==> src/hdl/mie_pkg.sv <==
`timescale 1ns / 1ps
package mie_pkg;
   localparam int AlphabetMaxDefault = 8;
   localparam int CountBitsDefault   = 20;
   localparam int FRAC_BITS          = 16;
   localparam int TOTAL_BITS         = 42;
   localparam int MI_BITS            = 23;
   localparam int ICOUNT_BITS        = 20;
   localparam int PROB_W             = 16;
   localparam int SYM_W              = 3;
   localparam int CSR_ADDR_ALPHABET  = 0;

   typedef struct packed {
      logic [SYM_W-1:0]  symbol;
      logic [PROB_W-1:0] prob_0;
      logic [PROB_W-1:0] prob_1;
      logic [PROB_W-1:0] prob_2;
      logic [PROB_W-1:0] prob_3;
      logic [PROB_W-1:0] prob_4;
      logic [PROB_W-1:0] prob_5;
      logic [PROB_W-1:0] prob_6;
      logic [PROB_W-1:0] prob_7;
      logic              last_item;
   } req_word_type;

   typedef struct packed {
      logic signed [MI_BITS-1:0] mutual_info;
      logic [ICOUNT_BITS-1:0]    item_count;
      logic                      count_overflow;
   } rsp_word_type;

   // lane to merge handshake
   typedef struct packed {
      logic busy;
      logic done;
   } lane_stat_type;

   typedef enum logic [3:0] {
      ST_IDLE = 4'b0001,
      ST_LOG  = 4'b0010,
      ST_DIV  = 4'b0100,
      ST_OUT  = 4'b1000
   } state_type;
endpackage

==> src/hdl/mie_log2.sv <==
`timescale 1ns / 1ps
// iterative log2: one squaring per cycle, 16 fraction bits
module mie_log2 import mie_pkg::*; #(
   parameter int VAL_BITS = 19
) (
   input  logic                      clock,
   input  logic                      reset,
   input  logic                      start,
   input  logic [VAL_BITS-1:0]       value,
   output lane_stat_type             stat,
   output logic [FRAC_BITS+5:0]      result
);
   localparam int CNT_W = $clog2(FRAC_BITS + 1);
   logic [31:0]          m_ff, m_in;
   logic [FRAC_BITS-1:0] frac_ff, frac_in;
   logic [5:0]           e_ff, e_in;
   logic [CNT_W-1:0]     cnt_ff, cnt_in;
   logic                 busy_ff, busy_in, done_ff, done_in;
   logic [63:0]          sq;
   logic [33:0]          sqs;
   logic [5:0]           top;
   logic [63:0]          ext;

   always_comb begin
      top = '0;
      for (int i = 0; i < VAL_BITS; i++) begin
         if (value[i]) top = 6'(i);
      end
      ext = 64'(value);
      sq  = 64'(m_ff) * 64'(m_ff);
      sqs = 34'(sq >> 30);
      m_in = m_ff; frac_in = frac_ff; e_in = e_ff; cnt_in = cnt_ff;
      busy_in = busy_ff; done_in = 1'b0;
      if (start) begin
         e_in = top;
         m_in = 32'((ext << 30) >> top);
         frac_in = '0;
         cnt_in = '0;
         busy_in = 1'b1;
      end else if (busy_ff) begin
         if (sqs[31]) begin
            m_in = 32'(sqs >> 1);
            frac_in = {frac_ff[FRAC_BITS-2:0], 1'b1};
         end else begin
            m_in = 32'(sqs);
            frac_in = {frac_ff[FRAC_BITS-2:0], 1'b0};
         end
         cnt_in = cnt_ff + 1'b1;
         if (cnt_ff == CNT_W'(FRAC_BITS - 1)) begin
            busy_in = 1'b0;
            done_in = 1'b1;
         end
      end
   end

   always_ff @(posedge clock) begin
      if (reset) begin
         busy_ff <= 1'b0;
         done_ff <= 1'b0;
         cnt_ff  <= '0;
      end else begin
         busy_ff <= busy_in;
         done_ff <= done_in;
         cnt_ff  <= cnt_in;
      end
      m_ff    <= m_in;
      frac_ff <= frac_in;
      e_ff    <= e_in;
   end

   assign stat.busy = busy_ff;
   assign stat.done = done_ff;
   assign result = {e_ff, frac_ff};
endmodule

==> config.mk <==
export PLATFORM = sky130hd
export DESIGN_NAME = mie_log2
export DESIGN_NICKNAME = d
export VERILOG_FILES = /design/src/hdl/mie_pkg.sv /design/src/hdl/mie_log2.sv
export SDC_FILE = /design/constraint.sdc
export NUM_CORES = 2
export LEC_CHECK = 0
export BUFFER_PORTS_ARGS = -buffer_cell sky130_fd_sc_hd__buf_2
export CAP_MARGIN = 20
export CORE_UTILIZATION = 30
export DETAILED_ROUTE_END_ITERATION = 8
export SLEW_MARGIN = 5
export SYNTH_ARGS = -nofsm -noshare
export SYNTH_HDL_FRONTEND = slang
export SYNTH_SLANG_ARGS = --single-unit
==> constraint.sdc <==
create_clock -name clock -period 8.81 [get_ports clock]
set_input_delay 0.881 -clock clock [delete_from_list [all_inputs] [get_ports clock]]
set_output_delay 0.881 -clock clock [all_outputs]
set_load 0.02 [all_outputs]
==> summary.md <==
| Metric | Value |
|---|---|
| # placed instances | 4,811 |
| Pre-CTS worst setup slack | -0.153 ns |
| Min Clock Period, post-route | 8.70 ns |
| Setup-failing EPs final | 0 |
| Reg2reg start | m_ff[19] |
| Number of clock sinks seen by CTS | 60 |
| Remaining routing DRC violations | 0 |
| Syn_nets | 4,533 |
| Initial core utilization | 30.4% |
| Global-route usage over all layers | 16.4% |
| Largest fanout of any net on the critical path | 36 |
| DR pass1 iterations | 5 |
| Min-delay src | frac_ff[15] |
| Yosys Warn Count | 0 |
| Sequential fraction of the synthesis area | 4.89% |
| Tightest Pin Transition | 0.853 ns |
| Final critical-path share of the clock period | 98.7% |
| Height of the chip | 329 um |
| Worst min-delay path category | register to register |
| Top-count cell post-synth | sky130_fd_sc_hd__inv_1 |
| Final count of hold timing violations | 0 |
| Post-route non-filler standard cell count | 4,854 |
| Die extent in x | 329 um |
| Post-DR wirelength/cell | 17.8 um |
| Highest clock rate | 0.115 GHz |
| Critical Path End Type | register |
| Area share of the leading cell type in the synthesized netlist | 49.4% |
| Leading cell types by count after synthesis | 975 x sky130_fd_sc_hd__inv_1, 793 x sky130_fd_sc_hd__fa_1, 303 x sky130_fd_sc_hd__nand2_1, 292 x sky130_fd_sc_hd__ha_1, 232 x sky130_fd_sc_hd__and2_1 |
| Leftover overflow at the end of global routing | 0 |
| Worst Setup Start Kind | register |
| Depth of the CTS H-tree | 3 |
| Post-detailed-route via-to-cell ratio | 4.62 |
| CTS Hold Buffers Added | 0 |
| Average cell area after synthesis | 9.38 um2 |
| Arrival time of data at the critical path endpoint | 8.75 ns |
| Area of the core | 106,000 um2 |
| Outcome | completed |
| Async set-reset flop share out of synthesis | 0% |
| Clock Skew | 0.00920 ns |
| Area of the mapped netlist | 32,100 um2 |
| Synth-to-layout area growth | 9.30% |
| Global-route wire length before repair | 139,000 um |
| Share of layout cells above drive strength 1 | 6.54% |
| Data required time at the worst endpoint | 8.86 ns |
| Setup CP Type | register to register |
| Final wirelength | 86,400 um |
| IO Count | 46 |
| Number of enable flip-flop cells after synthesis | 37 |
| FF-to-FF setup slack | 0.11 ns |
| Final GP Congestion | 0.896 |
| Initial DRC count | 1,258 |
| Delay contributed by the slowest stage of the critical path | 0.65 ns |
| Clock buffers created by TritonCTS | 9 |
| TritonCTS clock tree | built |
| Final nets | 4,560 |
| Leading register cell type out of synthesis | sky130_fd_sc_hd__edfxtp_1 |
| Number of cells on the worst reg-to-reg path | 27 |
| Depth of the worst hold-timing path | 2 |
| Post-synth cell types | 80 |
| Clock network latency to the later pin of the worst-skew pair | 0.34 ns |
| Worst-case clock buffer depth | 2 |
| Count of nets left with antenna violations after detail routing | 0 |
| Detailed placer's ending HPWL | 71,100 um |
| Crit-path most repeated cell | sky130_fd_sc_hd__fa_1 |
| Maxcap violations | 0 |
| Number of buffers inserted by port buffering | 44 |
| Via count of the first global-routing pass | 24.8k |
| Sequential Area | 1570 um2 |
| Number of antenna violations at the first check in global routing | 7 |
| Post-route worst setup slack | 0.114 ns |
| Worst-path clk slew | 0.06 ns |
| Headroom to the max-slew limit | 43.1% |
| Slowest cell on the critical path | sky130_fd_sc_hd__a222oi_1 |
| Total number of vias | 22.4k |
| Number of core rows | 119 |
| Root Driver | sky130_fd_sc_hd__clkbuf_16 |
| Worst hold-check slack | 0.490 ns |
| Flip-flop and latch count after synthesis | 60 |
| Cell types with the largest area share after synthesis | sky130_fd_sc_hd__fa_1 49%, sky130_fd_sc_hd__inv_1 11%, sky130_fd_sc_hd__ha_1 11% |
| Slew Limit Fails | 0 |
| Reg-to-Reg End | m_ff[12] |
| Synth Instances | 3,426 |
| End point of the worst hold path | frac_ff[15] |
| Total die area | 108,000 um2 |
| Largest net degree at the start of global routing | 71 |
| Area occupied by multi-input gates | 26,500 um2 |
| Biggest area consumer among synthesized cells | sky130_fd_sc_hd__fa_1 |
| Filler Cell Count | 11.0k |
| Total Negative Setup Slacks | 0 ns |
[worst max-delay path by stage]
stage	startpoint	endpoint	depth (start not counted)
after floorplan	m_ff[2]	m_ff[23]	29
after global placement	m_ff[29]	m_ff[12]	27
after detailed placement	m_ff[29]	m_ff[12]	27
after CTS	m_ff[24]	m_ff[12]	25
after global routing	m_ff[19]	m_ff[12]	27
final	m_ff[19]	m_ff[12]	27
[routing by layer]
| layer | part of all wire, % | global-route usage, % | wire [um] | vias to the layer above |
|---|---|---|---|---|
| met3 | 5.3 | 1.48 | 4620 | 79 |
| met5 | 0 | 0 | 0 | - |
| met4 | 1.6 | 2.95 | 1410 | 0 |
| met2 | 50 | 28.8 | 43500 | 590 |
| li1 | - | - | - | 10200 |
| met1 | 43 | 22.2 | 36800 | 11600 |
[metrics by stage]
| stage | cell area, um2 | util (%) |
|---|---|---|
| after CTS | 34800 | 32.9 |
| after detailed placement | 34400 | 32.6 |
| after global routing | 35100 | 33.2 |
| after floorplan | 32100 | - |
| after global placement | 34400 | 32.6 |
| final | 35100 | 33.2 |
[final cells by class]
class                   count  area share [%]
diodes                      5          0.0356
clock buffers              10           0.713
clock inverters             6           0.146
inverters                 979            10.5
multi-input cells        2255            75.3
flip-flops and latches     60            4.47
well taps                1391            4.96
repair buffers            148            3.83
[flip-flops by register name, indices dropped and copies added (netlist names)]
signal,flops
e_ff,5
busy_ff,1
done_ff,1
cnt_ff,5
frac_ff,16
m_ff,32
[worst max-delay path, delay by kind of cell, from the launching register on]
kind	cells	cell delay, ns
fa+ha+maj	9	4.37
flops	1	0.41
buf+inv	7	0.78
simple gates	3	0.42
compound gates	7	2.13
xor+xnor	1	0.23
[placed cells by master, fill, tap and decap left out, types with 5 or more instances in the layout]
master and instances:
sky130_fd_sc_hd__a211o_1 6, sky130_fd_sc_hd__a211oi_1 13, sky130_fd_sc_hd__a21o_1 36, sky130_fd_sc_hd__a21oi_1 72, sky130_fd_sc_hd__a31o_2 9, sky130_fd_sc_hd__a31oi_1 16, sky130_fd_sc_hd__and2_1 232, sky130_fd_sc_hd__and3_1 8
sky130_fd_sc_hd__buf_12 21, sky130_fd_sc_hd__buf_2 44, sky130_fd_sc_hd__buf_4 76, sky130_fd_sc_hd__clkbuf_16 14, sky130_fd_sc_hd__clkinvlp_4 5, sky130_fd_sc_hd__dfxtp_1 23, sky130_fd_sc_hd__diode_2 5, sky130_fd_sc_hd__edfxtp_1 37
sky130_fd_sc_hd__fa_1 793, sky130_fd_sc_hd__ha_1 290, sky130_fd_sc_hd__inv_1 971, sky130_fd_sc_hd__mux2i_1 54, sky130_fd_sc_hd__nand2_1 303, sky130_fd_sc_hd__nand3_1 20, sky130_fd_sc_hd__nand4_1 11, sky130_fd_sc_hd__nor2_1 118
sky130_fd_sc_hd__nor2_2 8, sky130_fd_sc_hd__nor2b_1 9, sky130_fd_sc_hd__nor3_1 6, sky130_fd_sc_hd__o211ai_1 7, sky130_fd_sc_hd__o21a_1 10, sky130_fd_sc_hd__o21ai_0 45, sky130_fd_sc_hd__o21bai_1 5, sky130_fd_sc_hd__o31ai_1 8
sky130_fd_sc_hd__or2_2 7, sky130_fd_sc_hd__xnor2_1 40, sky130_fd_sc_hd__xor2_1 38
[logic make-up after synthesis]
logic type	share of synthesized area [%]
muxes	1.82
adders and majority gates	60.8
xor gates and xnor gates	2.21
AOI/OAI and AO/OA	5.92
DFF	4.89
and+or+nand+nor	11.3
buffers and inverters	13.1
other	0.0117
[what timing repair did]
| action | in CTS | in global routing |
|---|---|---|
| buffers inserted | 3 | 15 |
| pin swaps | 1 | 2 |
| endpoints found under the setup margin | 3 | 18 |
| endpoints found under the hold margin | 0 | 0 |
| cloned | 0 | 4 |
| resized for setup | 7 | 28 |
Power is not shown: default switching activity piles up to over one toggle a cycle in this logic, so the estimate is an artifact.
