==> src/hdl/mie_pkg.sv <==
`timescale 1ns / 1ps
package mie_pkg;
   localparam int AlphabetMaxDefault = 8;
   localparam int CountBitsDefault   = 20;
   localparam int FRAC_BITS          = 16;
   localparam int TOTAL_BITS         = 42;
   localparam int MI_BITS            = 23;
   localparam int ICOUNT_BITS        = 20;
   localparam int PROB_W             = 16;
   localparam int SYM_W              = 3;
   localparam int CSR_ADDR_ALPHABET  = 0;

   typedef struct packed {
      logic [SYM_W-1:0]  symbol;
      logic [PROB_W-1:0] prob_0;
      logic [PROB_W-1:0] prob_1;
      logic [PROB_W-1:0] prob_2;
      logic [PROB_W-1:0] prob_3;
      logic [PROB_W-1:0] prob_4;
      logic [PROB_W-1:0] prob_5;
      logic [PROB_W-1:0] prob_6;
      logic [PROB_W-1:0] prob_7;
      logic              last_item;
   } req_word_type;

   typedef struct packed {
      logic signed [MI_BITS-1:0] mutual_info;
      logic [ICOUNT_BITS-1:0]    item_count;
      logic                      count_overflow;
   } rsp_word_type;

   // lane to merge handshake
   typedef struct packed {
      logic busy;
      logic done;
   } lane_stat_type;

   typedef enum logic [3:0] {
      ST_IDLE = 4'b0001,
      ST_LOG  = 4'b0010,
      ST_DIV  = 4'b0100,
      ST_OUT  = 4'b1000
   } state_type;
endpackage

==> src/hdl/mie_divider.sv <==
`timescale 1ns / 1ps
// restoring divider, one quotient bit per cycle
module mie_divider import mie_pkg::*; #(
   parameter int DEN_BITS = 20
) (
   input  logic                  clock,
   input  logic                  reset,
   input  logic                  start,
   input  logic [TOTAL_BITS-1:0] numer,
   input  logic [DEN_BITS-1:0]   denom,
   output lane_stat_type         stat,
   output logic [TOTAL_BITS-1:0] quot
);
   localparam int CNT_W = $clog2(TOTAL_BITS + 1);
   logic [TOTAL_BITS-1:0] q_ff, q_in;
   logic [DEN_BITS:0]     r_ff, r_in;
   logic [DEN_BITS-1:0]   d_ff, d_in;
   logic [CNT_W-1:0]      cnt_ff, cnt_in;
   logic                  busy_ff, busy_in, done_ff, done_in;
   logic [DEN_BITS+1:0]   trial;

   always_comb begin
      q_in = q_ff; r_in = r_ff; d_in = d_ff; cnt_in = cnt_ff;
      busy_in = busy_ff; done_in = 1'b0;
      trial = {r_ff, q_ff[TOTAL_BITS-1]};
      if (start) begin
         q_in = numer; r_in = '0; d_in = denom; cnt_in = '0; busy_in = 1'b1;
      end else if (busy_ff) begin
         if (trial >= (DEN_BITS+2)'(d_ff)) begin
            r_in = (DEN_BITS+1)'(trial - (DEN_BITS+2)'(d_ff));
            q_in = {q_ff[TOTAL_BITS-2:0], 1'b1};
         end else begin
            r_in = (DEN_BITS+1)'(trial);
            q_in = {q_ff[TOTAL_BITS-2:0], 1'b0};
         end
         cnt_in = cnt_ff + 1'b1;
         if (cnt_ff == CNT_W'(TOTAL_BITS - 1)) begin
            busy_in = 1'b0;
            done_in = 1'b1;
         end
      end
   end

   always_ff @(posedge clock) begin
      if (reset) begin
         busy_ff <= 1'b0; done_ff <= 1'b0; cnt_ff <= '0;
      end else begin
         busy_ff <= busy_in; done_ff <= done_in; cnt_ff <= cnt_in;
      end
      q_ff <= q_in; r_ff <= r_in; d_ff <= d_in;
   end

   assign stat.busy = busy_ff;
   assign stat.done = done_ff;
   assign quot = q_ff;
endmodule

==> config.mk <==
export PLATFORM = sky130hd
export DESIGN_NAME = mie_divider
export DESIGN_NICKNAME = d
export VERILOG_FILES = /design/src/hdl/mie_pkg.sv /design/src/hdl/mie_divider.sv
export SDC_FILE = /design/constraint.sdc
export NUM_CORES = 1
export LEC_CHECK = 0
export BUFFER_PORTS_ARGS = -buffer_cell sky130_fd_sc_hd__buf_4
export CAP_MARGIN = 40
export CORE_MARGIN = 1.5
export CORE_UTILIZATION = 42
export CTS_BUF_LIST = sky130_fd_sc_hd__clkbuf_8
export DETAILED_ROUTE_END_ITERATION = 12
export SLEW_MARGIN = 20
export SYNTH_ARGS = -nofsm -noshare
export SYNTH_HDL_FRONTEND = slang
export SYNTH_SLANG_ARGS = --single-unit
==> constraint.sdc <==
create_clock -name clock -period 4.29 [get_ports clock]
set_clock_uncertainty 0.2 [all_clocks]
set_input_delay 0.858 -clock clock [delete_from_list [all_inputs] [get_ports clock]]
set_output_delay 0.858 -clock clock [all_outputs]
set_load 0.05 [all_outputs]
==> run_results.csv, run 1 <==
group,metric,value,unit
timing,worstMarginPinSlew,653,ps
clock_network,postCtsHoldBufs,0,
drt,drt-pass1-iter-count,4,
floorplan,coreArea,0.0109,mm²
power,power.switching,0.749,mW
global_routing,grt_pass1_wl,16.7,mm
setup_path,path_max_fanout,19,
placement,portBuffers,108,
logic_synthesis,syn_nets,504,
drt,drc_errors,0,
power,ir_drop,269,µV
floorplan,die_y,109,µm
logic_synthesis,yosysTopAreaCellShare,39.3,%
power,p_leak,2.55,nW
logic_synthesis,ys_types,53,
finish,antenna_cells,0,
finish,multiInputGateArea,0.00209,mm²
finish,final_util,53.6,%
floorplan,io_pins,109,
clock_network,ctsResizeCount,0,
hold_path,hold_class,"reg -> reg",
drt,viasPerCell,5.19,
power,p_int,1.49,mW
clock_network,path_clk_slew,100,ps
logic_synthesis,yosys_warnings,0,
finish,register_area,0.00244,mm²
floorplan,rows,38,
global_routing,grt_pass1_vias,3334,
timing,rsz0062_at_grt,"no",
logic_synthesis,syn_inst,416,
timing,fin_hold_ws,279,ps
timing,drv_slew,0,
placement,routabilityCongestion,0.894,
floorplan,dieWidth,109,µm
setup_path,slowest_stage,"a21oi_4",
logic_synthesis,synth-main-ff-cell,"edfxtp_1",
logic_synthesis,ys_async_sr_fraction,0,%
setup_path,crit_chain,"inv_1 > ha_1 > inv_1 > fa_1 > a21o_1 > a221o_1 > a211oi_2 > o41ai_2 > a21oi_4 > buf_4 > mux2i_1 > a211oi_1",
global_routing,antenna_found_initial,0,
setup_path,cp_common_cell,"inv_1",
timing,maxSlewHeadroom,56.4,%
setup_path,cp.arrival,3660,ps
logic_synthesis,yosysMostFrequentCell,"edfxtp_1",
finish,final_area,0.00586,mm²
logic_synthesis,synth_area_leaders,"edfxtp_1 39%, dfxtp_1 12%, mux2_2 10%",
flow_run,max_cap_viol_count,0,
finish,layout.nets,610,
finish,drive_gt1_share,33.8,%
finish,final_cells,667,
logic_synthesis,yosysTopAreaCell,"edfxtp_1",
power,pwr-share-clk,25.0,%
logic_synthesis,synth_commonest_cells,"62 x edfxtp_1, 42 x mux2_2, 36 x nor2_1",
logic_synthesis,ys_seq_area_share,51.5,%
timing,finalHoldViolCount,0,
placement,dp_slack,666,ps
drt,post_drt_wl_per_cell,15.4,µm
setup_path,r2r_slack,680,ps
power,seqPwrFrac,47.7,%
power,switching_share,33.5,%
finish,fillers,1029,
power,total_power,2.24,mW
timing,period_share,84.2,%
timing,setup_viol,0,
timing,setup_ws,676,ps
logic_synthesis,synth_edf_count,62,
floorplan,die-area,0.0119,mm²
setup_path,crit_type,"reg -> reg",
timing,fin_crit,3610,ps
clock_network,cts.sinks,91,
finish,synthToLayoutAreaGrowth,23.5,%
setup_path,crit_buf_inv,3,
placement,placed_area,0.00568,mm²
floorplan,initial_core_util,43.4,%
power,power_density,382,mW/mm²
placement,place_inst,651,
logic_synthesis,ys_ff_latch,91,
power,p_comb_share,27.3,%
clock_network,cts_tree,"done",
global_routing,grt_overflow,0,
clock_network,cts_buffers,9,
clock_network,clockBufferDepth,2,
timing,fin_setup_tns,0,ps
drt,routed_wl,10.3,mm
drt,drt_iter0_drc,113,
clock_network,cts_max_level,3,
setup_path,cpPeakStageDelay,500,ps
logic_synthesis,synth_area_per_cell,11.4,µm²
status,status,"finished clean",
global_routing,grt_max_degree,43,
setup_path,critPathLaunchType,"register",
setup_path,crit_path_end_kind,"register",
drt,ant_nets,0,
logic_synthesis,syn_area,0.00474,mm²
clock_network,clk_latency,390,ps
clock_network,clock-root-buffer,"clkbuf_8",
clock_network,post_cts_buffers,0,
setup_path,worstPathRequired,4330,ps
global_routing,grt.total_usage,18.6,%
placement,dp_hpwl,7.59,mm
timing,max_freq,0.277,GHz
setup_path,cp_top_family,"compound AO/OA/AOI/OAI gates",
drt,vias,3465,
-- flip-flops by register name, summed over array words and instances (netlist names) --
register  count
busy_ff       1
done_ff       1
cnt_ff        6
d_ff         20
r_ff         21
quot         42
-- worst paths after layout --
path	endpoint	cells after the start	from
worst max-delay path	r_ff[1]$_SDFFE_PP0P_	12	quot[41]$_DFFE_PP_
worst min register to register	r_ff[9]$_SDFFE_PP0P_	2	r_ff[9]$_SDFFE_PP0P_
worst min-delay path	r_ff[9]$_SDFFE_PP0P_	2	r_ff[9]$_SDFFE_PP0P_
worst max register to register	r_ff[1]$_SDFFE_PP0P_	12	quot[41]$_DFFE_PP_
-- logic make-up (layout without fill, tap and decap cells) --
group | after synthesis | in the layout | share of synthesized area, %
AND/OR/NAND/NOR | 91 | 91 | 8.92
buffers and inverters | 48 | 159 | 4.35
XOR/XNOR | 17 | 17 | 3.14
multiplexers | 53 | 53 | 12.3
flip-flops | 91 | 91 | 51.5
AO/OA/AOI/OAI | 93 | 93 | 13.6
adder cells (fa/ha/maj) | 23 | 23 | 6.23
-- metal layers --
metal	share of wire [%]	routed length [µm]	vias up	GRT usage, %
met1	45	4580	1660	22.6
met4	0.99	102	0	5.57
met5	0	0	-	0
met2	51	5210	51	31.7
met3	3.7	376	7	5.44
li1	-	-	1747	-
-- area by class of cell --
type / count / share of cell area [%]
Clock buffer: 9 / 2.11
Clock inverter: 7 / 0.982
Inverter: 29 / 1.86
Multi-Input combinational cell: 277 / 35.8
Sequential cell: 91 / 41.7
Tap cell: 140 / 2.99
Timing Repair Buffer: 114 / 14.6
-- cells in the final DEF, fill, tap and decap left out, types with 3 or more instances in the layout --
master	n
a21oi_1	24
o21ai_0	8
a211oi_1	15
ha_1	22
clkbuf_8	9
and3_1	6
o211ai_1	3
inv_6	4
edfxtp_1	62
nand2_1	20
xor2_1	9
inv_1	29
nor2_1	36
nand3_1	5
a21o_1	10
nand4_1	3
nor3_1	6
buf_4	114
xnor2_1	8
mux2_2	42
or3_1	3
dfxtp_1	29
or2_2	3
o21ai_1	8
mux2i_1	11
-- power groups by stage --
| stage | Sequential, mW | Combinational, mW | Clock, mW |
|---|---|---|---|
| finish | 1.07 | 0.610 | 0.560 |
| global route | 1.08 | 0.659 | 0.615 |
| CTS | 1.07 | 0.614 | 0.581 |
| detailed placement | 1.09 | 0.611 | 0 |
| global placement | 1.08 | 0.607 | 0 |
| floorplan | 1.23 | 0.291 | 0 |
-- worst reg2reg max path, delay by kind of cell (launching register included) --
kind | cells | cell delay (ps)
compound gates | 6 | 1670
fa+ha+maj | 2 | 550
buf+inv | 3 | 400
flops | 1 | 430
mux | 1 | 190
Note: power is estimated with default switching activity, not from simulation.
==> run 2: changes to the inputs <==
clock period = 3.6 ns   (was 4.29 ns; I/O delays follow)
==> run 2 against run 1 <==
First-iteration DRC count rose by 36%. Die area did not move. Final cell count rose by 0.45%. Clock power rose by 38%. Largest power group unchanged. Hold slack improved by 2.4 ps.
==> run_results.csv, run 2 (synthesis gave the netlist of run 1 again) <==
group,metric,value,unit
setup_path,cpPeakStageDelay,440,ps
timing,fin_setup_tns,0,ps
floorplan,initial_core_util,43.4,%
clock_network,clock-root-buffer,"clkbuf_8",
global_routing,grt_pass1_wl,16.7,mm
global_routing,grt.busiest_layer,"met2",
timing,setup_viol,0,
floorplan,die-area,0.0119,mm²
floorplan,coreArea,0.0109,mm²
setup_path,cp.arrival,3410,ps
timing,max_freq,0.301,GHz
global_routing,grt.total_usage,18.6,%
power,ir_drop,325,µV
global_routing,met1_usage,22.8,%
setup_path,critPathLaunchType,"register",
floorplan,dieWidth,109,µm
power,p_leak,2.61,nW
finish,fillers,1001,
finish,layout_commonest_cell,"buf_4",
status,status,"finished clean",
power,power_density,469,mW/mm²
clock_network,cts_max_level,3,
drt,viasPerCell,5.22,
timing,worstMarginPinSlew,727,ps
hold_path,min_from,"r_ff[9]$_SDFFE_PP0P_",
clock_network,cts_buffers,9,
timing,setup_ws,274,ps
drt,vias,3495,
placement,dp_hpwl,7.59,mm
finish,layout_common_cells,"114 x buf_4, 62 x edfxtp_1, 42 x mux2_2",
timing,period_share,92.4,%
drt,routed_wl,10.6,mm
clock_network,cts_tree,"done",
setup_path,path_max_fanout,15,
timing,drv_slew,0,
setup_path,slowest_stage,"a221o_1",
finish,layout.nets,613,
clock_network,clockBufferDepth,2,
setup_path,timing.rr.start,"quot[41]$_DFFE_PP_",
drt,drc_errors,0,
drt,post_drt_wl_per_cell,15.8,µm
drt,ant_nets,0,
finish,drive_gt1_share,34.2,%
drt,drt_iter0_drc,154,
setup_path,r2r_slack,270,ps
clock_network,path_clk_slew,90,ps
clock_network,cts.sinks,91,
timing,finalHoldViolCount,0,
flow_run,max_cap_viol_count,0,
power,total_power,2.80,mW
global_routing,grt_pass1_vias,3301,
global_routing,antenna_found_initial,0,
setup_path,crit_chain,"inv_1 > ha_1 > inv_1 > fa_1 > a21o_1 > a221o_1 > a211oi_2 > o41ai_2 > a21oi_4 > buf_12 > buf_12 > mux2i_1 > a211oi_1",
setup_path,worstRegToRegCells,13,
global_routing,grt_util_met3,5.02,%
global_routing,grt_use_met2,31.6,%
timing,fin_hold_ws,281,ps
timing,rsz0062_at_grt,"no",
clock_network,postCtsHoldBufs,0,
global_routing,grt_max_degree,50,
floorplan,die_y,109,µm
setup_path,crit_type,"reg -> reg",
floorplan,rows,38,
setup_path,reg2reg_to,"r_ff[1]$_SDFFE_PP0P_",
hold_path,hold_class,"reg -> reg",
finish,final_area,0.00596,mm²
floorplan,io_pins,109,
setup_path,worstPathRequired,3680,ps
hold_path,min_to,"r_ff[9]$_SDFFE_PP0P_",
timing,maxSlewHeadroom,51.6,%
setup_path,crit_path_end_kind,"register",
placement,portBuffers,108,
finish,antenna_cells,0,
placement,dp_slack,143,ps
hold_path,hold_depth,2,
timing,fin_crit,3330,ps
global_routing,grt_overflow,0,
placement,placed_area,0.00569,mm²
finish,largest_register_ffs,42,
drt,drt-pass1-iter-count,4,
finish,synthToLayoutAreaGrowth,25.7,%
clock_network,clk_latency,380,ps
placement,routabilityCongestion,0.842,
[run 2: cell count changes in the layout (fill, tap and decap cells not counted), sizes merged]
cell      before  now
buf          114  117
bufinv         0    2
clkinv         1    2
clkinvlp       1    0
inv           34   32
[run 2: how the worst max path moves through the flow]
stage,startpoint,endpoint,slack [ps]
2_1_floorplan,quot[41]$_DFFE_PP_,r_ff[20]$_SDFFE_PP0P_,290
3_3_place_gp,quot[41]$_DFFE_PP_,r_ff[15]$_SDFFE_PP0P_,250
3_5_place_dp,quot[41]$_DFFE_PP_,r_ff[1]$_SDFFE_PP0P_,140
4_1_cts,quot[41]$_DFFE_PP_,r_ff[1]$_SDFFE_PP0P_,110
5_1_grt,quot[41]$_DFFE_PP_,r_ff[0]$_SDFFE_PP0P_,80
6_report,quot[41]$_DFFE_PP_,r_ff[1]$_SDFFE_PP0P_,270
[run 2: final cells by class]
| class | count | area (µm²) | share of cell area [%] |
|---|---|---|---|
| sequential | 91 | 2440 | 40.9 |
| tap | 140 | 175 | 2.94 |
| inverter | 29 | 109 | 1.83 |
| multi-input combinational | 277 | 2110 | 35.3 |
| timing repair buffer | 117 | 916 | 15.4 |
| clock buffer | 9 | 124 | 2.08 |
| clock inverter | 7 | 91.3 | 1.53 |
[run 2: worst max-delay path: cells and delay by family (launching register included)]
family | cells | cell delay, ps
flip-flops | 1 | 420
buffers and inverters | 4 | 420
multiplexers | 1 | 70
AO/OA/AOI/OAI | 6 | 1570
adder cells (fa/ha/maj) | 2 | 540
[run 2: where the power goes]
part / switching (mW) / internal (mW) / total, mW / leakage [nW]
combinational: 0.449 / 0.309 / 0.758 / 1.64
clock: 0.379 / 0.391 / 0.770 / 0.115
sequential: 0.0518 / 1.22 / 1.27 / 0.855
total: 0.879 / 1.92 / 2.80 / 2.61
[run 2: repair_timing]
action / 4_1_cts / 5_1_grt
setup buffers: 0 / 3
endpoints found under the setup margin: 0 / 12
resized for setup: 0 / 1
[run 2: routing by layer]
| metal | part of all wire, % | up-vias |
|---|---|---|
| met1 | 44 | 1670 |
| li1 | - | 1739 |
| met3 | 4.0 | 11 |
| met5 | 0 | - |
| met4 | 1.6 | 0 |
| met2 | 50 | 75 |
[run 2: metrics by stage]
step	instances	utilization, %
2_1_floorplan	416	-
3_3_place_gp	651	52.0
3_5_place_dp	651	52.0
4_1_cts	667	54.0
5_1_grt	670	54.5
6_report	670	54.5
==> run 3: changes to the inputs <==
SETUP_SLACK_MARGIN = 0.4   (was not set)
==> run 3 against run 2 <==
Sequential share of layout area is 0.54 points lower. Clock-buffer cell count did not move. Hold slack improved by 0.57 ps. Routed wire length rose by 0.29%. Critical endpoint is now r_ff[17]$_SDFFE_PP0P_. Largest cell class unchanged.
==> run_results.csv, run 3 (synthesis gave the netlist of run 1 again) <==
group,metric,value,unit
global_routing,grt_overflow,0,
clock_network,postCtsHoldBufs,0,
global_routing,antenna_found_initial,0,
floorplan,die_y,109,µm
hold_path,hold_depth,2,
drt,routed_wl,10.6,mm
hold_path,min_from,"r_ff[2]$_SDFFE_PP0P_",
setup_path,crit_path_end_kind,"register",
global_routing,met1_usage,23.8,%
power,pwr-share-clk,24.8,%
global_routing,grt.total_usage,18.5,%
timing,period_share,88.4,%
timing,max_freq,0.314,GHz
finish,layout_commonest_cell,"buf_4",
global_routing,grt_pass1_wl,16.7,mm
setup_path,cp_top_family,"compound AO/OA/AOI/OAI gates",
timing,fin_crit,3180,ps
timing,maxSlewHeadroom,63.6,%
flow_run,max_cap_viol_count,0,
placement,routabilityCongestion,0.817,
placement,placed_area,0.00571,mm²
floorplan,initial_core_util,43.4,%
timing,setup_viol,0,
setup_path,crit_chain,"inv_1 > ha_2 > inv_2 > fa_2 > a21o_1 > a221o_1 > a211oi_2 > o41ai_2 > a21oi_4 > buf_4 > clkbuf_16 > and3_1 > a21oi_1 > o22ai_1",
finish,fillers,982,
setup_path,path_max_fanout,11,
drt,viasPerCell,5.25,
clock_network,cts_tree,"done",
setup_path,worstRegToRegCells,14,
status,status,"finished clean",
clock_network,clockBufferDepth,2,
power,p_int,1.86,mW
power,power.switching,0.872,mW
setup_path,cpPeakStageDelay,420,ps
clock_network,clk_latency,380,ps
global_routing,grt.busiest_layer,"met2",
floorplan,rows,38,
finish,final_area,0.00604,mm²
clock_network,cts_max_level,3,
timing,fin_setup_tns,0,ps
floorplan,io_pins,109,
finish,synthToLayoutAreaGrowth,27.4,%
drt,drt-pass1-iter-count,4,
timing,worstMarginPinSlew,546,ps
power,switching_share,31.9,%
clock_network,clock-root-buffer,"clkbuf_8",
drt,post_drt_wl_per_cell,15.7,µm
setup_path,r2r_slack,420,ps
hold_path,hold_class,"reg -> reg",
clock_network,cts_buffers,9,
placement,portBuffers,108,
global_routing,grt_max_degree,70,
global_routing,grt_pass1_vias,3485,
floorplan,die-area,0.0119,mm²
setup_path,cp.arrival,3280,ps
drt,ant_nets,0,
drt,drc_errors,0,
finish,layout.nets,620,
power,p_leak,2.64,nW
setup_path,worstPathRequired,3700,ps
global_routing,grt_use_met2,29.4,%
setup_path,reg2reg_to,"r_ff[17]$_SDFFE_PP0P_",
finish,drive_gt1_share,35.9,%
power,ir_drop,326,µV
setup_path,crit_type,"reg -> reg",
clock_network,path_clk_slew,80,ps
timing,rsz0062_at_grt,"yes",
power,seqPwrFrac,46.5,%
setup_path,slowest_stage,"edfxtp_1",
timing,drv_slew,0,
drt,vias,3553,
clock_network,cts.sinks,91,
global_routing,grt_util_met3,6.22,%
placement,dp_hpwl,7.39,mm
floorplan,coreArea,0.0109,mm²
setup_path,crit_buf_inv,4,
power,power_density,452,mW/mm²
finish,layout_common_cells,"118 x buf_4, 62 x edfxtp_1, 42 x mux2_2",
finish,antenna_cells,0,
power,p_comb_share,28.7,%
hold_path,min_to,"r_ff[2]$_SDFFE_PP0P_",
finish,largest_register_ffs,42,
drt,drt_iter0_drc,182,
floorplan,dieWidth,109,µm
timing,finalHoldViolCount,0,
setup_path,critPathLaunchType,"register",
setup_path,timing.rr.start,"quot[41]$_DFFE_PP_",
run 3: how the worst max path moves through the flow:
stage,from,to,slack [ps],cells after the start
after global routing,quot[41]$_DFFE_PP_,r_ff[20]$_SDFFE_PP0P_,290,14
after CTS,quot[41]$_DFFE_PP_,r_ff[15]$_SDFFE_PP0P_,410,13
after global placement,quot[41]$_DFFE_PP_,r_ff[18]$_SDFFE_PP0P_,530,12
after detailed placement,quot[41]$_DFFE_PP_,r_ff[19]$_SDFFE_PP0P_,460,13
final,quot[41]$_DFFE_PP_,r_ff[17]$_SDFFE_PP0P_,420,14
after floorplan,quot[41]$_DFFE_PP_,r_ff[12]$_SDFFE_PP0P_,420,12
run 3: per-layer routing:
| layer | vias to the layer above | wire, µm | share of wire [%] |
|---|---|---|---|
| li1 | 1765 | - | - |
| met4 | 0 | 194 | 1.8 |
| met5 | - | 0 | 0 |
| met3 | 17 | 565 | 5.3 |
| met2 | 77 | 5020 | 47 |
| met1 | 1694 | 4850 | 46 |
run 3: tightest hold or removal path, delay by kind of cell (launching register included):
family,cells,cell delay (ps)
AND/OR/NAND/NOR,1,60
flip-flops,1,340
AO/OA/AOI/OAI,1,50
run 3: final cells by class:
class	count	area, µm²	area share [%]
tap	140	175	2.90
inverter	29	109	1.80
clock inverter	7	62.6	1.03
timing repair buffer	124	1000	16.6
sequential	91	2440	40.4
multi-input combinational	277	2130	35.2
clock buffer	9	124	2.05
run 3: what timing repair did:
item,in CTS,in global routing
setup buffers,0,8
endpoints found under the setup margin,0,19
gates resized for setup,0,11
run 3: power groups by stage:
stage               clock network [mW]  registers (mW)  logic [mW]
floorplan                            0            1.46       0.353
global placement                     0            1.29       0.734
detailed placement                   0            1.29       0.737
CTS                              0.708            1.27       0.740
global route                     0.739            1.28       0.839
finish                           0.679            1.27       0.784
run 3: stage by stage:
stage               hold WS [ps]  instances  total power, mW  utilization (%)  setup WS [ps]
floorplan                    241        416             1.81                -            421
global placement             263        651             2.03             52.2            534
detailed placement           269        651             2.03             52.2            459
CTS                          279        667             2.72             53.9            413
global route                 285        677             2.86             55.3            294
finish                       282        677             2.73             55.3            417
